**config.mk**
```make
export PLATFORM = sky130hd
export DESIGN_NAME = tga_rle_image_decoder
export DESIGN_NICKNAME = d
export VERILOG_FILES = /design/src/rtl/core/tga_pkg.sv /design/src/rtl/core/tga_front.sv /design/src/rtl/core/tga_fifo.sv /design/src/rtl/core/tga_back.sv /design/src/rtl/core/tga_rle_image_decoder.sv
export SDC_FILE = /design/constraint.sdc
export NUM_CORES = 1
export LEC_CHECK = 0
export ABC_CLOCK_PERIOD_IN_PS = 12500
export BUFFER_PORTS_ARGS = -buffer_cell sky130_fd_sc_hd__buf_4
export CORE_MARGIN = 4
export CORE_UTILIZATION = 60
export CTS_CLUSTER_DIAMETER = 80
export DETAILED_ROUTE_END_ITERATION = 6
export GPL_ROUTABILITY_DRIVEN = 1
export PLACE_DENSITY_LB_ADDON = 0.2
export SYNTH_ARGS = -nofsm -noshare
export SYNTH_HDL_FRONTEND = slang
export SYNTH_SLANG_ARGS = --single-unit
```
**constraint.sdc**
```tcl
create_clock -name clock -period 12.5 [get_ports clock]
set_input_delay 1.25 -clock clock [delete_from_list [all_inputs] [get_ports clock]]
set_output_delay 1.25 -clock clock [all_outputs]
set_load 0.05 [all_outputs]
```
**src/rtl/core/tga_pkg.sv**
```systemverilog
`default_nettype none
package tga_pkg;

   // result kinds
   localparam logic [1:0] KIND_HEADER = 2'd0;
   localparam logic [1:0] KIND_RUN    = 2'd1;
   localparam logic [1:0] KIND_ERROR  = 2'd2;

   // error codes
   localparam logic [1:0] ERR_NONE  = 2'd0;
   localparam logic [1:0] ERR_TYPE  = 2'd1;
   localparam logic [1:0] ERR_DEPTH = 2'd2;

   // image type codes in header byte 2
   localparam logic [7:0] IMG_TYPE_RAW = 8'd2;
   localparam logic [7:0] IMG_TYPE_RLE = 8'd10;

   // depth in bytes, from header byte 16 divided by eight
   localparam logic [4:0] DEPTH_3_BYTES = 5'd3;
   localparam logic [4:0] DEPTH_4_BYTES = 5'd4;

   // header byte positions
   localparam logic [4:0] HDR_ID_LEN    = 5'd0;
   localparam logic [4:0] HDR_TYPE      = 5'd2;
   localparam logic [4:0] HDR_WIDTH_LO  = 5'd12;
   localparam logic [4:0] HDR_WIDTH_HI  = 5'd13;
   localparam logic [4:0] HDR_HEIGHT_LO = 5'd14;
   localparam logic [4:0] HDR_HEIGHT_HI = 5'd15;
   localparam logic [4:0] HDR_DEPTH     = 5'd16;
   localparam logic [4:0] HDR_LAST      = 5'd17;

   // default depth of the queue between parser and run stage
   localparam int QUEUE_DEPTH = 2;

   typedef struct packed {
      logic [7:0] data_byte;
      logic       file_start;
   } req_type;

   typedef struct packed {
      logic [1:0]  kind;
      logic [15:0] width;
      logic [15:0] height;
      logic        has_alpha;
      logic [7:0]  red;
      logic [7:0]  green;
      logic [7:0]  blue;
      logic [7:0]  alpha;
      logic [7:0]  run_length;
      logic        last_of_image;
      logic [1:0]  error_code;
   } rsp_type;

   // one classified entry from the parser
   typedef struct packed {
      logic [1:0]  kind;
      logic [15:0] width;
      logic [15:0] height;
      logic [31:0] pixel_count;
      logic        has_alpha;
      logic [7:0]  red;
      logic [7:0]  green;
      logic [7:0]  blue;
      logic [7:0]  alpha;
      logic [7:0]  run;
      logic [1:0]  error_code;
   } op_type;

endpackage
`default_nettype wire

```
**src/rtl/core/tga_front.sv**
```systemverilog
`default_nettype none
module tga_front (
   input  wire logic            clock,
   input  wire logic            reset,
   input  wire logic            req_valid,
   input  wire tga_pkg::req_type req_data,
   input  wire logic            queue_full,
   output logic                 push,
   output tga_pkg::op_type      op
);
   import tga_pkg::*;

   typedef enum logic [2:0] {
      PH_HEADER,
      PH_IDSKIP,
      PH_RAW,
      PH_PKT_HDR,
      PH_PKT_DATA,
      PH_IGNORE
   } phase_type;

   phase_type       phase_ff, phase_in, phase_cur;
   logic [4:0]      hidx_ff, hidx_in, hidx_cur;
   logic [7:0]      id_skip_ff, id_skip_in;
   logic            rle_ff, rle_in;
   logic [15:0]     width_ff, width_in;
   logic [15:0]     height_ff, height_in;
   logic            four_ff, four_in;
   logic [7:0]      pkt_left_ff, pkt_left_in;
   logic            repeat_ff, repeat_in;
   logic [1:0]      bip_ff, bip_in, bip_cur;
   logic [2:0][7:0] pix_ff, pix_in;
   logic [31:0]     pixel_count;
   logic            accept;
   logic [7:0]      b;
   logic [1:0]      last_pos;
   logic            pixel_done;

   assign accept      = req_valid && !queue_full;
   assign b           = req_data.data_byte;
   assign pixel_count = 32'(width_ff) * 32'(height_ff);
   assign last_pos    = four_ff ? 2'd3 : 2'd2;

   always_comb begin
      phase_cur   = req_data.file_start ? PH_HEADER : phase_ff;
      hidx_cur    = req_data.file_start ? 5'd0 : hidx_ff;
      bip_cur     = req_data.file_start ? 2'd0 : bip_ff;
      phase_in    = phase_ff;
      hidx_in     = hidx_ff;
      bip_in      = bip_ff;
      id_skip_in  = id_skip_ff;
      rle_in      = rle_ff;
      width_in    = width_ff;
      height_in   = height_ff;
      four_in     = four_ff;
      pkt_left_in = pkt_left_ff;
      repeat_in   = repeat_ff;
      pix_in      = pix_ff;
      pixel_done  = 1'b0;
      push        = 1'b0;
      op          = '0;
      op.has_alpha = four_ff;
      op.blue      = pix_ff[0];
      op.green     = pix_ff[1];
      op.red       = four_ff ? pix_ff[2] : b;
      op.alpha     = four_ff ? b : 8'd0;
      op.run       = 8'd1;

      if (accept) begin
         phase_in = phase_cur;
         hidx_in  = hidx_cur;
         bip_in   = bip_cur;
         unique case (phase_cur)
            PH_HEADER: begin
               hidx_in = hidx_cur + 5'd1;
               unique case (hidx_cur)
                  HDR_ID_LEN: id_skip_in = b;
                  HDR_TYPE: begin
                     if (b == IMG_TYPE_RAW) begin
                        rle_in = 1'b0;
                     end else if (b == IMG_TYPE_RLE) begin
                        rle_in = 1'b1;
                     end else begin
                        push          = 1'b1;
                        op            = '0;
                        op.kind       = KIND_ERROR;
                        op.error_code = ERR_TYPE;
                        phase_in      = PH_IGNORE;
                     end
                  end
                  HDR_WIDTH_LO:  width_in[7:0]   = b;
                  HDR_WIDTH_HI:  width_in[15:8]  = b;
                  HDR_HEIGHT_LO: height_in[7:0]  = b;
                  HDR_HEIGHT_HI: height_in[15:8] = b;
                  HDR_DEPTH: begin
                     if (b[7:3] == DEPTH_3_BYTES) begin
                        four_in = 1'b0;
                     end else if (b[7:3] == DEPTH_4_BYTES) begin
                        four_in = 1'b1;
                     end else begin
                        push          = 1'b1;
                        op            = '0;
                        op.kind       = KIND_ERROR;
                        op.error_code = ERR_DEPTH;
                        phase_in      = PH_IGNORE;
                     end
                  end
                  HDR_LAST: begin
                     push           = 1'b1;
                     op             = '0;
                     op.kind        = KIND_HEADER;
                     op.width       = width_ff;
                     op.height      = height_ff;
                     op.has_alpha   = four_ff;
                     op.pixel_count = pixel_count;
                     if (pixel_count == 32'd0) begin
                        phase_in = PH_IGNORE;
                     end else if (id_skip_ff != 8'd0) begin
                        phase_in = PH_IDSKIP;
                     end else begin
                        phase_in = rle_ff ? PH_PKT_HDR : PH_RAW;
                     end
                  end
                  default: ;
               endcase
            end
            PH_IDSKIP: begin
               id_skip_in = id_skip_ff - 8'd1;
               if (id_skip_ff == 8'd1) begin
                  phase_in = rle_ff ? PH_PKT_HDR : PH_RAW;
               end
            end
            PH_PKT_HDR: begin
               // both packet kinds count low seven bits plus one
               repeat_in   = b[7];
               pkt_left_in = {1'b0, b[6:0]} + 8'd1;
               phase_in    = PH_PKT_DATA;
            end
            PH_RAW, PH_PKT_DATA: begin
               if (bip_cur < last_pos) begin
                  pix_in[bip_cur] = b;
                  bip_in          = bip_cur + 2'd1;
               end else begin
                  pixel_done = 1'b1;
                  bip_in     = 2'd0;
               end
            end
            PH_IGNORE: ;
         endcase

         if (pixel_done) begin
            push    = 1'b1;
            op.kind = KIND_RUN;
            if (phase_cur == PH_PKT_DATA) begin
               if (repeat_ff) begin
                  op.run   = pkt_left_ff;
                  phase_in = PH_PKT_HDR;
               end else begin
                  pkt_left_in = pkt_left_ff - 8'd1;
                  if (pkt_left_ff == 8'd1) begin
                     phase_in = PH_PKT_HDR;
                  end
               end
            end
         end
      end
   end

   always_ff @(posedge clock) begin
      if (reset) begin
         phase_ff <= PH_HEADER;
         hidx_ff  <= '0;
         bip_ff   <= '0;
      end else begin
         phase_ff <= phase_in;
         hidx_ff  <= hidx_in;
         bip_ff   <= bip_in;
      end
      id_skip_ff  <= id_skip_in;
      rle_ff      <= rle_in;
      width_ff    <= width_in;
      height_ff   <= height_in;
      four_ff     <= four_in;
      pkt_left_ff <= pkt_left_in;
      repeat_ff   <= repeat_in;
      pix_ff      <= pix_in;
   end

endmodule
`default_nettype wire

```
**src/rtl/core/tga_fifo.sv**
```systemverilog
`default_nettype none
module tga_fifo #(
   parameter int DEPTH = tga_pkg::QUEUE_DEPTH
) (
   input  wire logic           clock,
   input  wire logic           reset,
   input  wire logic           push,
   input  wire tga_pkg::op_type push_op,
   input  wire logic           pop,
   output tga_pkg::op_type     head_op,
   output logic                empty,
   output logic                full
);
   import tga_pkg::*;

   localparam int PTR_W = (DEPTH > 1) ? $clog2(DEPTH) : 1;
   localparam int CNT_W = $clog2(DEPTH + 1);

   op_type             mem_ff [DEPTH];
   logic [PTR_W-1:0]   wr_ptr_ff, wr_ptr_in;
   logic [PTR_W-1:0]   rd_ptr_ff, rd_ptr_in;
   logic [CNT_W-1:0]   count_ff, count_in;
   logic               do_push, do_pop;

   assign empty   = (count_ff == CNT_W'(0));
   assign full    = (count_ff == CNT_W'(DEPTH));
   assign do_push = push && !full;
   assign do_pop  = pop && !empty;
   assign head_op = mem_ff[rd_ptr_ff];

   always_comb begin
      wr_ptr_in = wr_ptr_ff;
      rd_ptr_in = rd_ptr_ff;
      count_in  = count_ff;
      if (do_push) begin
         wr_ptr_in = (wr_ptr_ff == PTR_W'(DEPTH - 1)) ? '0 : wr_ptr_ff + PTR_W'(1);
      end
      if (do_pop) begin
         rd_ptr_in = (rd_ptr_ff == PTR_W'(DEPTH - 1)) ? '0 : rd_ptr_ff + PTR_W'(1);
      end
      if (do_push && !do_pop) begin
         count_in = count_ff + CNT_W'(1);
      end else if (do_pop && !do_push) begin
         count_in = count_ff - CNT_W'(1);
      end
   end

   always_ff @(posedge clock) begin
      if (reset) begin
         wr_ptr_ff <= '0;
         rd_ptr_ff <= '0;
         count_ff  <= '0;
      end else begin
         wr_ptr_ff <= wr_ptr_in;
         rd_ptr_ff <= rd_ptr_in;
         count_ff  <= count_in;
      end
      if (do_push) begin
         mem_ff[wr_ptr_ff] <= push_op;
      end
   end

endmodule
`default_nettype wire

```
**src/rtl/core/tga_back.sv**
```systemverilog
`default_nettype none
module tga_back (
   input  wire logic           clock,
   input  wire logic           reset,
   input  wire tga_pkg::op_type head_op,
   input  wire logic           queue_empty,
   output logic                pop,
   output logic                rsp_valid,
   input  wire logic           rsp_stall,
   output tga_pkg::rsp_type    rsp_data
);
   import tga_pkg::*;

   logic        rsp_valid_ff, rsp_valid_in;
   rsp_type     rsp_data_ff, rsp_data_in;
   logic        active_ff, active_in;
   logic [31:0] pixels_left_ff, pixels_left_in;
   logic        out_free;
   logic        trunc;
   logic [7:0]  run_eff;

   assign out_free  = !rsp_valid_ff || !rsp_stall;
   assign pop       = !queue_empty && out_free;
   assign rsp_valid = rsp_valid_ff;
   assign rsp_data  = rsp_data_ff;

   // a run never goes past the pixels still owed to the image
   assign trunc   = (32'(head_op.run) >= pixels_left_ff);
   assign run_eff = trunc ? pixels_left_ff[7:0] : head_op.run;

   always_comb begin
      rsp_valid_in   = rsp_valid_ff;
      rsp_data_in    = rsp_data_ff;
      active_in      = active_ff;
      pixels_left_in = pixels_left_ff;
      if (out_free) begin
         rsp_valid_in = 1'b0;
      end
      if (pop) begin
         rsp_data_in      = '0;
         rsp_data_in.kind = head_op.kind;
         unique case (head_op.kind)
            KIND_HEADER: begin
               rsp_valid_in              = 1'b1;
               rsp_data_in.width         = head_op.width;
               rsp_data_in.height        = head_op.height;
               rsp_data_in.has_alpha     = head_op.has_alpha;
               rsp_data_in.last_of_image = (head_op.pixel_count == 32'd0);
               pixels_left_in            = head_op.pixel_count;
               active_in                 = (head_op.pixel_count != 32'd0);
            end
            KIND_ERROR: begin
               rsp_valid_in           = 1'b1;
               rsp_data_in.error_code = head_op.error_code;
               active_in              = 1'b0;
            end
            KIND_RUN: begin
               if (active_ff) begin
                  rsp_valid_in              = 1'b1;
                  rsp_data_in.has_alpha     = head_op.has_alpha;
                  rsp_data_in.red           = head_op.red;
                  rsp_data_in.green         = head_op.green;
                  rsp_data_in.blue          = head_op.blue;
                  rsp_data_in.alpha         = head_op.alpha;
                  rsp_data_in.run_length    = run_eff;
                  rsp_data_in.last_of_image = trunc;
                  pixels_left_in            = pixels_left_ff - 32'(run_eff);
                  active_in                 = !trunc;
               end
            end
            default: ;
         endcase
      end
   end

   always_ff @(posedge clock) begin
      if (reset) begin
         rsp_valid_ff   <= 1'b0;
         active_ff      <= 1'b0;
         pixels_left_ff <= '0;
      end else begin
         rsp_valid_ff   <= rsp_valid_in;
         active_ff      <= active_in;
         pixels_left_ff <= pixels_left_in;
      end
      rsp_data_ff <= rsp_data_in;
   end

   a_active_has_pixels: assert property (@(posedge clock) disable iff (reset)
      active_ff |-> pixels_left_ff != 32'd0)
      else $error("image active with no pixels left");

   a_run_length_range: assert property (@(posedge clock) disable iff (reset)
      rsp_valid_ff && rsp_data_ff.kind == KIND_RUN |->
         rsp_data_ff.run_length != 8'd0 && rsp_data_ff.run_length <= 8'd128)
      else $error("run length out of range");

   a_error_stops_image: assert property (@(posedge clock) disable iff (reset)
      pop && head_op.kind == KIND_ERROR |=> !active_ff && rsp_valid_ff)
      else $error("error request did not end the image");

endmodule
`default_nettype wire

```
**src/rtl/core/tga_rle_image_decoder.sv**
```systemverilog
// streaming targa decoder for true-color images, image type 2 (raw) and
// type 10 (run-length) at 24 or 32 bits per pixel. one file byte is taken
// per request; req_data.file_start on a byte restarts the parser with that
// byte as header byte 0. the block answers with one header result (width,
// height, alpha flag), then pixel runs with red and blue already swapped out
// of the stored bgr order: a raw pixel is a run of one, a repeat packet is a
// single run of up to 128. a packet reaching past the image end is cut there
// and that run carries last_of_image; bytes after the image, or after an
// error result, are dropped until the next file start. throughput is one
// byte per cycle while the queue is not full, set by the byte parser at the
// front, and a result passes through the queue write, then the output
// register. the queue between parser and run stage absorbs rsp_stall, so
// req_stall rises only once the queue fills.
`default_nettype none
module tga_rle_image_decoder #(
   parameter int QUEUE_DEPTH = tga_pkg::QUEUE_DEPTH
) (
   input  wire logic             clock,
   input  wire logic             reset,
   input  wire logic             req_valid,
   output logic                  req_stall,
   input  wire tga_pkg::req_type req_data,
   output logic                  rsp_valid,
   input  wire logic             rsp_stall,
   output tga_pkg::rsp_type      rsp_data
);
   import tga_pkg::*;

   // parser to queue
   logic   push;
   op_type push_op;

   // queue to run stage
   op_type head_op;
   logic   queue_empty;
   logic   queue_full;
   logic   pop;

   // requests are held off only while the queue is full
   assign req_stall = queue_full;

   // front: header parsing, id skip, packet headers, pixel gathering
   tga_front u_front (
      .clock      (clock),
      .reset      (reset),
      .req_valid  (req_valid),
      .req_data   (req_data),
      .queue_full (queue_full),
      .push       (push),
      .op         (push_op)
   );

   // short queue between the two halves
   tga_fifo #(
      .DEPTH (QUEUE_DEPTH)
   ) u_fifo (
      .clock   (clock),
      .reset   (reset),
      .push    (push),
      .push_op (push_op),
      .pop     (pop),
      .head_op (head_op),
      .empty   (queue_empty),
      .full    (queue_full)
   );

   // back: pixel countdown, run clipping, output register
   tga_back u_back (
      .clock       (clock),
      .reset       (reset),
      .head_op     (head_op),
      .queue_empty (queue_empty),
      .pop         (pop),
      .rsp_valid   (rsp_valid),
      .rsp_stall   (rsp_stall),
      .rsp_data    (rsp_data)
   );

endmodule
`default_nettype wire
```
==> metrics.md <==
| Metric | Value |
|---|---|
| Area growth, synth to finish | `9.266%` |
| Hold_buf cts | `0` |
| Cell family with the largest share of critical-path delay | `adder cells` |
| Distinct cells, synth | `82` |
| Core area | `0.04336 mm2` |
| Int Power | `0.002940 W` |
| Count leader, synth | `edfxtp_1` |
| Slew Limit Fails | `0` |
| Met1 GRT Util | `0.3492` |
| #FFs+latches synth | `420` |
| Worst-skew pair later-pin latency | `0.54 ns` |
| Hold Violations, Final | `0` |
| Root Driver | `clkbuf_16` |
| Setup violators final | `0` |
| Sequential share of the synthesized area | `0.4580` |
| Post-Synthesis Cells | `2341` |
| CTS Buffer Depth | `3` |
| Mapped Area | `0.02647 mm2` |
| Worst r2r src | `u_front.width_ff[14]` |
| Share of the synthesized area in the top cell type | `0.4210` |
| Switching Share | `0.3581` |
| Die ar. | `approximately 0.048 mm2` |
| Number of fill cells | `3297` |
| Synth area leader | `edfxtp_1` |
| CTS sink count | `420` |
| GR Util All Layers | `0.2532` |
| Post-cts resize count | `0` |
| Synth cell count leaders | `edfxtp_1, nand2_1, inv_1` |
| Proportion of synthesized area in mux cells | `0.04945` |
| Synth Flop Type | `edfxtp_1` |
| RSZ-0062 raised after global routing | `false` |
| Vias per cell | `5.882` |
| Post-route DRC | `0` |
| First-pass DRT Iterations | `6` |
| M3 GR Usage | `0.02898` |
| Antenna Nets Post-Route | `0` |
| Busiest grt layer | `met2` |
| Vias in the first global route | `around 18000` |
| Worst-Margin Slew | `between 1 and 1.5 ns` |
| Via count | `17640` |
| Worst path cell trace | `nand2_1 > fa_1 > fa_1 > inv_1 > fa_1 > inv_1 > fa_1 > fa_1 > fa_1 > inv_1 > ha_1 > a21oi_1 > o21ai_0 > nor2b_1 > a2111oi_2 > o2111a_1 > nand4b_1 > nor4b_1 > nand4_1 > or3_1 > a21oi_1` |
| Net Switching | `0.001641 W` |
| Post-synthesis adder-cell area fraction | `0.2132` |
| Row count | `76` |
| Min-Delay Path Class | `reg -> reg` |
| Synthesized area per cell | `11.31 um2` |
| Synth Net Count | `2688` |
| Post-Synth XOR/XNOR Area | `0.01522` |
| CP arrival | `between 8 and 9 ns` |
| Ys Warns | `0` |
| Total leakage power | `roughly 11 nW` |
| IO Pins | `93` |
| Hold path start | `u_back.pixels_left_ff[9]` |
| Slew headroom | `0.1988` |
| Largest family of logic cells by synthesized area | `adder cells` |
| GR Overflow Total | `0` |
| Antenna cell count | `0` |
| PwrDens | `158.4 mW/mm2` |
| Reg power frac | `0.396` |
| Detailed-route wire length per cell | `19.90 um` |
| Asr flop ratio synth | `0` |
| Share of layout cells above drive strength 1 | `0.08288` |
| Initial antenna violation count | `0` |
| CTS buffer count | `42` |
| Final critical-path share of the clock period | `0.6155` |
| Initial drt markers | `1490` |
| Startpoint types | `flip-flop` |
| Clk slew on worst S/H paths | `0.06 ns` |
| Total length of routed wires | `59670 um` |
| GP Congestion | `0.9201` |
| Die Span Y | `218.0 um` |
| Final core utilization | `0.6669` |
| F_max | `about 130 MHz` |
| Synth Area in Compound Gates | `0.06553` |
| Crit path launch | `u_front.width_ff[14]` |
| Final Critical Period | `a little under 8 ns` |
| Post-synth EDFFs | `371` |
| Largest cells by area after synthesis | `edfxtp_1, fa_1, ha_1` |
| Initial core utilization | `0.6103` |
| Crit end category | `flip-flop` |
| CP peak stage delay | `0.83 ns` |
| Met2 Usage GRT | `0.4336` |
| Clock Power Share | `0.265` |
| Status | `finished, final reports clean` |
| Crit-path slowest cell | `edfxtp_1` |
| Post-DP HPWL | `42900 um` |
| First-pass GRT wire length | `96410 um` |
| Maxcap violations | `0` |
| Worst Setup Path Type | `reg -> reg` |
| Setup TNS | `0 ns` |
| Max VDD drop | `about 0.12 mV` |
| WP data required | `12.96 ns` |
| Worst-path maximum fanout | `17` |
| Fraction of the mapped netlist area in simple logic gates | `0.1508` |
| Total Nets Final | `2731` |
| CTS tree | `built` |
| CP dominant cell by count | `fa_1` |
| Layout Skew | `0.02193 ns` |
| Largest net degree at the start of global routing | `a little under 70` |
| IO buf count | `92` |
| Die X | `roughly 220 um` |
| H-tree depth | `2` |
| Critical path buffers and inverters | `3` |
| Comb pwr share | `0.339` |
| Post-CTS setup buffer count | `0` |
==> registers in the layout, indices dropped and copies added, names as in the netlist, 2 cells and up, named ones only <==
name                   cells
u_front.width_ff          16
u_back.rsp_data           78
u_front.hidx_ff            5
u_front.height_ff         16
u_fifo.count_ff            2
u_front.phase_ff           3
u_fifo.mem_ff            218
u_front.id_skip_ff         8
u_front.pkt_left_ff        8
u_front.pix_ff            24
u_back.pixels_left_ff     32
u_front.bip_ff             2
==> worst paths after layout <==
check                                                end  slack, ns  depth (start not counted)
worst max-delay path                 u_front.phase_ff[2]       4.81                         21
worst min-delay path            u_back.pixels_left_ff[9]       0.46                          2
worst max register to register       u_front.phase_ff[2]       4.81                         21
worst min register to register  u_back.pixels_left_ff[9]       0.46                          2
==> power groups by stage <==
stage	logic, W	registers (W)	clock network [W]
after floorplan	0.000784	0.00220	0
after global placement	0.00151	0.00184	0
after detailed placement	0.00154	0.00184	0
after CTS	0.00155	0.00182	0.00124
after global routing	0.00165	0.00183	0.00130
final	0.00155	0.00181	0.00121
==> stage by stage <==
| stage | area (um2) | instances | power, W | hold WS [ns] | setup slack [ns] |
|---|---|---|---|---|---|
| global route | 28920 | 2998 | 0.004782 | 0.4992 | 4.429 |
| detailed placement | 27600 | 2925 | 0.003382 | 0.4540 | 4.974 |
| CTS | 28920 | 2998 | 0.004598 | 0.4614 | 4.907 |
| floorplan | 26470 | 2341 | 0.002985 | 0.4304 | 4.246 |
| finish | 28920 | 2998 | 0.004581 | 0.4647 | 4.807 |
| global placement | 27600 | 2925 | 0.003353 | 0.4436 | 4.961 |
==> cells by family (layout without fill, tap and decap cells) <==
group	after synthesis	after routing
AND/OR/NAND/NOR	807	807
flip-flops	420	420
adder cells (fa/ha/maj)	334	334
buffers and inverters	331	403
AO/OA/AOI/OAI	274	274
multiplexers	129	129
XOR/XNOR	46	46
==> cell usage in the layout (no fill, tap or decap), drive strengths merged, types with 7 or more instances in the layout <==
master and instances:
and3 53, or3 16, nor2b 15, mux2i 118, a31oi 7, nor3 31
ha 139, mux2 11, nand2b 18, edfxtp 371, buf 108, nor4 20
inv 223, dfxtp 49, clkbuf 54, o21a 8, xor2 20, fa 195
a211oi 16, or4 8, a21o 14, clkinv 12, o21ai 68, o22ai 11
nand3 24, xnor2 26, nand2 238, nor2 205, nand4 16, a21oi 90
or2 7, and2 140
==> worst register-to-register path, cell delays in order, from the launching register on <==
cell	delay, ns
edfxtp_1	0.83
nand2_1	0.18
fa_1	0.55
fa_1	0.54
inv_1	0.05
fa_1	0.50
inv_1	0.05
fa_1	0.55
fa_1	0.43
fa_1	0.49
inv_1	0.04
ha_1	0.36
a21oi_1	0.27
o21ai_0	0.17
nor2b_1	0.19
a2111oi_2	0.59
o2111a_1	0.24
nand4b_1	0.12
nor4b_1	0.47
nand4_1	0.38
or3_1	0.46
a21oi_1	0.16
==> final cells by class <==
type | count | area [um2] | area share
multi-input combinational | 1590 | 13100 | 0.4529
sequential | 420 | 12130 | 0.4193
clock buffer | 54 | 1117 | 0.03864
inverter | 222 | 833.3 | 0.02882
timing repair buffer | 108 | 810.8 | 0.02804
tap | 585 | 732.0 | 0.02531
clock inverter | 19 | 201.4 | 0.006966
==> metal layers <==
metal	wire, um	vias up	part of all wire
met5	0	-	0
met4	1367	0	0.023
met3	3649	86	0.061
met2	30130	596	0.50
met1	24530	8827	0.41
li1	-	8126	-
No activity file was read; power rests on OpenSTA's default activity.
